<file path="config.mk">
export PLATFORM = sky130hd
export DESIGN_NAME = linked_vector_packet_parser
export DESIGN_NICKNAME = d
export VERILOG_FILES = /design/src/hw/rtl/lvpp_pkg.sv /design/src/hw/rtl/linked_vector_packet_parser.sv
export SDC_FILE = /design/constraint.sdc
export NUM_CORES = 1
export LEC_CHECK = 0
export BUFFER_PORTS_ARGS = -buffer_cell sky130_fd_sc_hd__clkbuf_2
export CELL_PAD_IN_SITES_DETAIL_PLACEMENT = 0
export CELL_PAD_IN_SITES_GLOBAL_PLACEMENT = 1
export CORE_AREA = 2 2 139 141
export CTS_BUF_LIST = sky130_fd_sc_hd__clkbuf_8 sky130_fd_sc_hd__clkbuf_16
export CTS_CLUSTER_DIAMETER = 100
export DETAILED_ROUTE_END_ITERATION = 10
export DIE_AREA = 0 0 141 143
export PLACE_DENSITY = 0.79
export SLEW_MARGIN = 20
export SYNTH_ARGS = -nofsm -noshare
export SYNTH_HDL_FRONTEND = slang
export SYNTH_SLANG_ARGS = --single-unit
</file>
<file path="constraint.sdc">
create_clock -name clk -period 5.05 [get_ports clk]
set_input_delay 1.01 -clock clk [delete_from_list [all_inputs] [get_ports clk]]
set_output_delay 1.01 -clock clk [all_outputs]
set_load 0.02 [all_outputs]
</file>
<file path="src/hw/rtl/lvpp_pkg.sv">
// Shared types and constants for the linked vector packet parser.
package lvpp_pkg;

	localparam int unsigned WORD_W = 16;
	localparam int unsigned IDX_W  = 14;

	localparam logic [WORD_W-1:0] CODE_PLAIN = 16'd6;
	localparam logic [WORD_W-1:0] CODE_VALUE = 16'd9;
	localparam logic [WORD_W-1:0] HDR_PLAIN  = 16'd4;
	localparam logic [WORD_W-1:0] HDR_VALUE  = 16'd6;

	localparam logic [1:0] KIND_START = 2'd0;
	localparam logic [1:0] KIND_END   = 2'd1;
	localparam logic [1:0] KIND_TERM  = 2'd2;

	localparam logic [1:0] STATUS_OK      = 2'd0;
	localparam logic [1:0] STATUS_BADCODE = 2'd1;
	localparam logic [1:0] STATUS_TRUNC   = 2'd2;

	typedef enum logic [6:0] {
		PH_CODE = 7'b0000001,
		PH_LEN  = 7'b0000010,
		PH_VAL  = 7'b0000100,
		PH_SI   = 7'b0001000,
		PH_SJ   = 7'b0010000,
		PH_EI   = 7'b0100000,
		PH_EJ   = 7'b1000000
	} phase_t;

	typedef struct packed {
		logic [1:0]        kind;
		logic [WORD_W-1:0] pkt_code;
		logic [WORD_W-1:0] vector_value;
		logic              has_value;
		logic [WORD_W-1:0] coord_i;
		logic [WORD_W-1:0] coord_j;
		logic [IDX_W-1:0]  vector_index;
		logic [1:0]        status;
		logic              last;
	} result_t;

endpackage

</file>
<file path="src/hw/rtl/linked_vector_packet_parser.sv">
// Linked vector packet parser: byte stream in, one point record per result.
//
// Input stream: s_axis_tdata carries one byte of a big-endian packet stream,
// s_axis_tuser marks the end of the source (the byte is then ignored). The
// parser reads a 16-bit packet code and block length, a value word for code
// 9, a start point and the end points, and emits one result per point. The
// last result of a packet has tlast set and carries its status. An end of
// source inside a packet gives one termination result with truncated status.
// Throughput: one byte per cycle unless the result register stalls; an
// accepted byte drives the state and result registers combinationally.
// Latency: a result is valid in the cycle after the transfer of the byte that
// completes its J coordinate (or of the end-of-source marker).
// Reset: the parser waits for a packet code, no result is pending.
// Stall: the result register holds while m_axis_tready is low; a new byte is
// still taken when that register is empty or being drained in the same cycle.
module linked_vector_packet_parser (
	input  logic        clk,
	input  logic        arst_n,
	input  logic        s_axis_tvalid,
	output logic        s_axis_tready,
	input  logic [7:0]  s_axis_tdata,  // [7:0] data_byte
	input  logic [0:0]  s_axis_tuser,  // [0] stream_end
	output logic        m_axis_tvalid,
	input  logic        m_axis_tready,
	// [15:0] pkt_code, [31:16] vector_value, [47:32] coord_i,
	// [63:48] coord_j, [77:64] vector_index, [79:78] status
	output logic [79:0] m_axis_tdata,
	output logic [2:0]  m_axis_tuser,  // [1:0] kind, [2] has_value
	output logic        m_axis_tlast
);
	import lvpp_pkg::*;

	phase_t              phase_q, phase_d;
	logic [7:0]          high_q, high_d;
	logic                half_q, half_d;
	logic [WORD_W-1:0]   code_q, code_d;
	logic [WORD_W-1:0]   value_q, value_d;
	logic [WORD_W-1:0]   pend_i_q, pend_i_d;
	logic [IDX_W-1:0]    vleft_q, vleft_d;
	logic [IDX_W-1:0]    vcnt_q, vcnt_d;

	logic                out_valid_q;
	result_t             out_q;

	logic                acc;
	logic                emit;
	logic                go_idle;
	result_t             res;
	logic [WORD_W-1:0]   w;
	logic [WORD_W-1:0]   need;
	logic [WORD_W-1:0]   diff;
	logic [IDX_W-1:0]    vleft_dec;
	logic                hv_now;
	logic [1:0]          fin_status;

	assign s_axis_tready = !out_valid_q || m_axis_tready;
	assign acc           = s_axis_tvalid && s_axis_tready;

	assign w          = {high_q, s_axis_tdata};
	assign need       = (code_q == CODE_VALUE) ? HDR_VALUE : HDR_PLAIN;
	assign diff       = w - need;
	assign vleft_dec  = vleft_q - IDX_W'(1);
	assign hv_now     = (code_q == CODE_VALUE) && (phase_q == PH_SI || phase_q == PH_SJ ||
		phase_q == PH_EI || phase_q == PH_EJ);
	assign fin_status = (code_q == CODE_PLAIN || code_q == CODE_VALUE) ? STATUS_OK
		: STATUS_BADCODE;

	always_comb begin
		phase_d  = phase_q;
		high_d   = high_q;
		half_d   = half_q;
		code_d   = code_q;
		value_d  = value_q;
		pend_i_d = pend_i_q;
		vleft_d  = vleft_q;
		vcnt_d   = vcnt_q;
		emit     = 1'b0;
		go_idle  = 1'b0;

		res.kind         = KIND_START;
		res.pkt_code     = code_q;
		res.vector_value = hv_now ? value_q : '0;
		res.has_value    = hv_now;
		res.coord_i      = pend_i_q;
		res.coord_j      = w;
		res.vector_index = '0;
		res.status       = STATUS_OK;
		res.last         = 1'b0;

		if (s_axis_tuser[0]) begin
			if (!(phase_q == PH_CODE && !half_q)) begin
				emit         = 1'b1;
				res.kind     = KIND_TERM;
				res.coord_i  = '0;
				res.coord_j  = '0;
				res.status   = STATUS_TRUNC;
				res.last     = 1'b1;
				go_idle      = 1'b1;
			end
		end else if (!half_q) begin
			high_d = s_axis_tdata;
			half_d = 1'b1;
		end else begin
			half_d = 1'b0;
			case (phase_q)
				PH_CODE: begin
					code_d  = w;
					phase_d = PH_LEN;
				end
				PH_LEN: begin
					vleft_d = (w >= need) ? diff[WORD_W-1:2] : '0;
					vcnt_d  = '0;
					phase_d = (code_q == CODE_VALUE) ? PH_VAL : PH_SI;
				end
				PH_VAL: begin
					value_d = w;
					phase_d = PH_SI;
				end
				PH_SI: begin
					pend_i_d = w;
					phase_d  = PH_SJ;
				end
				PH_SJ: begin
					emit = 1'b1;
					if (vleft_q == '0) begin
						res.status = fin_status;
						res.last   = 1'b1;
						go_idle    = 1'b1;
					end else begin
						phase_d = PH_EI;
					end
				end
				PH_EI: begin
					pend_i_d = w;
					phase_d  = PH_EJ;
				end
				PH_EJ: begin
					emit             = 1'b1;
					res.kind         = KIND_END;
					res.vector_index = vcnt_q;
					vleft_d          = vleft_dec;
					if (vleft_dec == '0) begin
						res.status = fin_status;
						res.last   = 1'b1;
						go_idle    = 1'b1;
					end else begin
						vcnt_d  = vcnt_q + IDX_W'(1);
						phase_d = PH_EI;
					end
				end
				default: begin
					go_idle = 1'b1;
				end
			endcase
		end

		// back to the header for the next packet
		if (go_idle) begin
			phase_d  = PH_CODE;
			high_d   = '0;
			half_d   = 1'b0;
			code_d   = '0;
			value_d  = '0;
			pend_i_d = '0;
			vleft_d  = '0;
			vcnt_d   = '0;
		end
	end

	always_ff @(posedge clk or negedge arst_n) begin
		if (!arst_n) begin
			phase_q  <= PH_CODE;
			high_q   <= '0;
			half_q   <= 1'b0;
			code_q   <= '0;
			value_q  <= '0;
			pend_i_q <= '0;
			vleft_q  <= '0;
			vcnt_q   <= '0;
		end else if (acc) begin
			phase_q  <= phase_d;
			high_q   <= high_d;
			half_q   <= half_d;
			code_q   <= code_d;
			value_q  <= value_d;
			pend_i_q <= pend_i_d;
			vleft_q  <= vleft_d;
			vcnt_q   <= vcnt_d;
		end
	end

	always_ff @(posedge clk or negedge arst_n) begin
		if (!arst_n) begin
			out_valid_q <= 1'b0;
		end else if (s_axis_tready) begin
			out_valid_q <= acc && emit;
		end
	end

	// load only on a new result; a stalled result holds
	always_ff @(posedge clk) begin
		if (acc && emit) begin
			out_q <= res;
		end
	end

	assign m_axis_tvalid = out_valid_q;
	assign m_axis_tdata  = {out_q.status, out_q.vector_index, out_q.coord_j, out_q.coord_i,
		out_q.vector_value, out_q.pkt_code};
	assign m_axis_tuser  = {out_q.has_value, out_q.kind};
	assign m_axis_tlast  = out_q.last;

	a_nonfinal_ok: assert property (@(posedge clk) disable iff (!arst_n)
		m_axis_tvalid && !m_axis_tlast |-> out_q.status == STATUS_OK && out_q.kind != KIND_TERM)
		else $error("non-final result with status or termination");

	a_term_trunc: assert property (@(posedge clk) disable iff (!arst_n)
		m_axis_tvalid && out_q.kind == KIND_TERM |-> out_q.status == STATUS_TRUNC && out_q.last)
		else $error("termination result without truncated status");

	a_last_idle: assert property (@(posedge clk) disable iff (!arst_n)
		acc && emit && res.last |=> phase_q == PH_CODE && !half_q && code_q == '0)
		else $error("parser not idle after final result");

	a_value_code: assert property (@(posedge clk) disable iff (!arst_n)
		m_axis_tvalid && out_q.has_value |-> out_q.pkt_code == CODE_VALUE)
		else $error("vector value flagged on a packet without value word");

endmodule
</file>
# After elaboration in Yosys (flattened, before gate mapping)
# Index checks and enable logic that the tools add are counted.
# classes
bitwise,2
order_cmp,1
n_eq_ne,13
n_reduce_logical,31
n_addsub,3
mux,58
# op_table
op,n
16-bit 2-to-1 mux,12
14-bit 2-to-1 mux,8
32-bit 2-to-1 mux,2
14-bit case mux with 2 select lines,2
7-bit case mux with 7 select lines,1
7-bit 2-to-1 mux,5
14-bit logical NOT,2
8-bit 2-to-1 mux,3
16-bit by 3-bit equality test with 1-bit output (second input constant),1
16-bit by 4-bit equality test with 1-bit output (second input constant),1
16-bit by 3-bit greater-or-equal comparator with 1-bit output,1
4-bit AND reduction,4
16-bit by 3-bit subtractor with 16-bit output,1
14-bit by 1-bit adder with 14-bit output (second input constant),1
1-bit 2-to-1 mux,14
14-bit by 1-bit subtractor with 14-bit output (second input constant),1
2-bit 2-to-1 mux,5
3-bit 2-to-1 mux,3
2-bit nonzero test,4
8-bit nonzero test,1
7-bit by 1-bit equality test with 1-bit output (second input constant),1
7-bit by 2-bit equality test with 1-bit output (second input constant),1
7-bit by 3-bit equality test with 1-bit output (second input constant),1
7-bit by 4-bit equality test with 1-bit output (second input constant),1
other kinds (20),32
# totals
out_inout_bits,86
regBits,177
inputBits,13
wordCells,126

# Depth between registers and ports, before layout
# depth
ltp_word,8
depth_mapped,13
depth_no_buf,12

# Worst setup path before layout
# Ideal clock, no wire load.
# synth_timing
path_kind,input to register
start,input port m_axis_tready
end,"register out_q (netlist bit m_axis_tdata[0]), enable pin"
setup_time_ns,0.437
t_required_ns,4.613
path_stages,4
setup_slack_ns,1.339
arrival_time_ns,3.274
n_path_buf,0
cell_sequence,nand2b_1 nand2_1 a21o_1 inv_1
# synth_via
elab_chain_len,3
# synth_rtl
item,line_no,rtl
"start, declared",linked_vector_packet_parser.sv:24,"input logic m_axis_tready,"
1-bit logical OR,linked_vector_packet_parser.sv:56,assign s_axis_tready = !out_valid_q || m_axis_tready;
1-bit logical AND,linked_vector_packet_parser.sv:57,assign acc = s_axis_tvalid && s_axis_tready;
1-bit logical AND,linked_vector_packet_parser.sv:202,if (acc && emit) begin
"end signal, assigned",linked_vector_packet_parser.sv:203,out_q <= res;
"end, declared",linked_vector_packet_parser.sv:43,result_t out_q;
# No other way between the ends.
# A chain may end at the register's enable or synchronous reset.

# Worst setup path after layout
# layout_timing
start,register vleft_q[0]
end,register high_q[6]
# layout_via
elab_chain_len,8
elab_cells_between_ends,12
classes_between,add/sub: 1; eq/ne: 2; mux: 6; reduce/logical: 3
# layout_rtl
item,line_no,rtl
"start, declared",linked_vector_packet_parser.sv:39,"logic [IDX_W-1:0] vleft_q, vleft_d;"
"start signal, assigned",linked_vector_packet_parser.sv:187,vleft_q <= vleft_d;
14-bit by 1-bit subtractor with 14-bit output,linked_vector_packet_parser.sv:62,assign vleft_dec = vleft_q - IDX_W'(1);
14-bit logical NOT,linked_vector_packet_parser.sv:142,if (vleft_dec == '0) begin
1-bit 2-to-1 mux,linked_vector_packet_parser.sv:142,
1-bit case mux with 3 select lines (*),linked_vector_packet_parser.sv:105,case (phase_q)
1-bit 2-to-1 mux (*),linked_vector_packet_parser.sv:100,end else if (!half_q) begin
1-bit 2-to-1 mux (*),linked_vector_packet_parser.sv:90,if (s_axis_tuser[0]) begin
2-bit by 1-bit inequality test with 1-bit output (no line),n/a,
3-bit AND reduction (no line),n/a,
"end signal, assigned",linked_vector_packet_parser.sv:182,high_q <= high_d;
"end, declared",linked_vector_packet_parser.sv:34,"logic [7:0] high_q, high_d;"
# Every way passes the cells marked *; elsewhere a longest branch is shown, timed or not.

==> flow_metrics.py <==
metrics = {
    "floorplanning": {
        "io_pins": 99,
        "rows": 50,
        "die-area_sq_um": 20200,
        "start_util": 0.466,
        "core_area_sq_um": 18600,
        "die_height_um": 143,
        "die_w_um": 141,
    },
    "sta": {
        "holdWs_ns": 0.465,
        "finalMaxSlewViolations": 0,
        "post-route-min-period_ns": 3.65,
        "fmax_mhz": 274,
        "worst_slew_pin_slew_ns": 0.942,
        "fin_setup_tns_ns": 0,
        "fin_skew_ns": 0.0116,
        "timing.final.hold_violations": 0,
        "fin_crit_sh": 0.724,
        "setup_violations": 0,
        "relSlewSlack": 0.372,
        "rsz0062_at_grt": "no",
    },
    "global_route": {
        "grt_pass1_vias": 6377,
        "overflow": 0,
        "grt_max_degree": 72,
        "grt_pass1_wl_um": 35200,
        "grt_use_total": 0.223,
        "antenna_found_initial": 0,
    },
    "job": {
        "max_cap_viol_count": 0,
    },
    "clocking": {
        "clockBufferDepth": 2,
        "postCtsSetupRepairBufs": 0,
        "cts_tree": "built",
        "ctsHoldBuffers": 0,
        "htree_levels": 4,
        "cts_resized": 0,
        "path_clk_slew_ns": 0.07,
        "cts_sinks": 176,
        "clk_latency_ns": 0.43,
        "cts-root-buf": "clkbuf_16",
        "cts_buffers": 17,
    },
    "synthesis": {
        "synth-async-reset-ratio": 0.528,
        "syn_avg_cell_area_sq_um": 10.9,
        "synthTopCellsByArea": "edfxtp_1 (29%), dfrtp_1 (27%), mux2i_1 (3.7%)",
        "ys.flop_type": "dfrtp_1",
        "synthesis.instances": 795,
        "synth_nets": 813,
        "ys_ff_latch": 176,
        "yosys-top-cells-count": "dfrtp_1 (92), edfxtp_1 (83), nand2_1 (72)",
        "synth.most_common_cell": "dfrtp_1",
        "synth_top_area_share": 0.288,
        "ys_warn_count": 0,
        "synth.distinct_cells": 66,
        "yosysSeqAreaShare": 0.557,
        "synth_largest_area_cell": "edfxtp_1",
        "syn_area_sq_um": 8650,
        "synth_edf_count": 83,
    },
    "setup_path": {
        "setup.worst_path.start_class": "flop",
        "crit_fanout": 59,
        "startpoint": "vleft_q[0]$_DFFE_PN0P_",
        "arrival_ns": 3.99,
        "required_ns": 5.39,
        "crit_type": "reg -> reg",
        "r2r_start": "vleft_q[0]$_DFFE_PN0P_",
        "endpoint_kind": "flop",
    },
    "detailed_routing": {
        "ant_nets": 0,
        "wirelength_um": 22200,
        "viasPerCell": 6.10,
        "vias": 6724,
        "drt_iter0_drc": 790,
        "dr.pass1.iters": 5,
        "drc": 0,
        "wire_per_inst_um": 20.1,
    },
    "power": {
        "peakVddDrop_v": 0.000302,
        "p_total_mw": 5.60,
        "power_density_nw_per_um2": 570,
        "leakage_nw": 3.95,
    },
    "cells_and_area": {
        "area_delta_synth_final_pct": 13.7,
        "antenna_cells": 0,
        "nNetsFinal": 874,
        "drive_above_1_share": 0.178,
    },
    "min_path": {
        "min-delay-start": "code_q[3]$_DFFE_PN0P_",
        "hp-class": "reg -> reg",
    },
    "placed_design": {
        "port_buffers": 98,
        "hpwl_um": 14500,
        "gp_congestion": 0.893,
    },
    "run_status": {
        "status": "complete, no violations",
    },
}
## kinds of logic (layout without fill, tap and decap cells)
kind of cell / count (synthesis) / count (layout) / synth area share
simple gates: 283 / 283 / 0.176
xor+xnor: 19 / 19 / 0.0192
flops: 176 / 176 / 0.557
compound gates: 174 / 174 / 0.152
fa+ha+maj: 5 / 5 / 0.00723
mux: 32 / 32 / 0.0370
buf+inv: 106 / 180 / 0.0511
## stage by stage
stage          instances  worst slack, ns  utilization  instance area [sq um]
2_1_floorplan        795             1.34            -                   8650
3_3_place_gp        1071             1.42        0.497                   9240
3_5_place_dp        1071             1.44        0.497                   9240
4_1_cts             1103             1.42        0.529                   9830
5_1_grt             1103             1.22        0.529                   9840
6_report            1103             1.40        0.529                   9840
## placed cells by master (no fill, tap or decap), types with 10 or more instances in the layout
cell       netlist  routed
clkbuf_2         0      97
dfrtp_1         92      92
edfxtp_1        83      83
nand2_1         72      72
inv_1           38      38
o21ai_0         37      37
nand3_1         34      33
o2111ai_1       33      33
nor2_1          33      32
mux2i_1         32      32
nor2b_1         28      28
o211ai_1        24      24
and2_1          22      22
and3_1          21      21
clkbuf_16        0      17
a22oi_1         16      16
nand4_1         14      14
nor3_1          15      14
xnor2_1         14      14
buf_4            3      12
nor4_1          10      10
a41oi_1         10      10
## flip-flops by register name, summed over array words and instances, names as in the netlist
register       flops
m_axis_tuser       2
half_q             1
vcnt_q            14
value_q           16
high_q             8
vleft_q           14
m_axis_tlast       1
code_q            16
m_axis_tdata      80
m_axis_tvalid      1
phase_q            7
pend_i_q          16
## worst max-delay path, cell delays in order (launching register included)
cell and delay [ns]:
dfrtp_1 0.48, inv_1 0.10, ha_1 0.20, or3b_4 0.49, nor4_1 0.39, xnor2_1 0.14, nand4_1 0.17, o21ba_4 0.68
buf_4 0.49, o21ai_0 0.20, mux2i_1 0.22
## worst paths after layout
path	to	slack, ns	depth (start not counted)
worst max-delay path	high_q[6]$_DFFE_PN0P_	1.40	10
worst min-delay path	m_axis_tdata[3]$_DFFE_PP_	0.46	0
worst max register to register	high_q[6]$_DFFE_PN0P_	1.40	10
worst min register to register	m_axis_tdata[3]$_DFFE_PP_	0.46	0
max in group asynchronous	phase_q[0]$_DFFE_PN1P_	3.38	2
min in group asynchronous	vcnt_q[1]$_DFFE_PN0P_	0.67	1
## power breakdown
part	leakage (nW)	switching (mW)	internal (mW)	total, mW
clock network	0.285	0.578	0.735	1.31
registers	1.96	0.298	1.92	2.22
logic	1.70	1.41	0.663	2.08
## per-layer routing
| layer | global-route usage | part of all wire | up-vias |
|---|---|---|---|
| li1 | - | - | 3097 |
| met1 | 0.309 | 0.46 | 3355 |
| met2 | 0.362 | 0.47 | 248 |
| met3 | 0.0496 | 0.054 | 24 |
| met4 | 0.0532 | 0.012 | 0 |
| met5 | 0 | 0 | - |
## area by class of cell
class,instances,area (sq um)
Fill cell,1606,8740
Clock inverter,15,160
Sequential cell,176,4820
Tap cell,234,293
Clock buffer,17,425
Multi-Input combinational cell,513,3410
Inverter,39,149
Timing Repair Buffer,109,576
No activity file was read; power rests on OpenSTA's default activity.
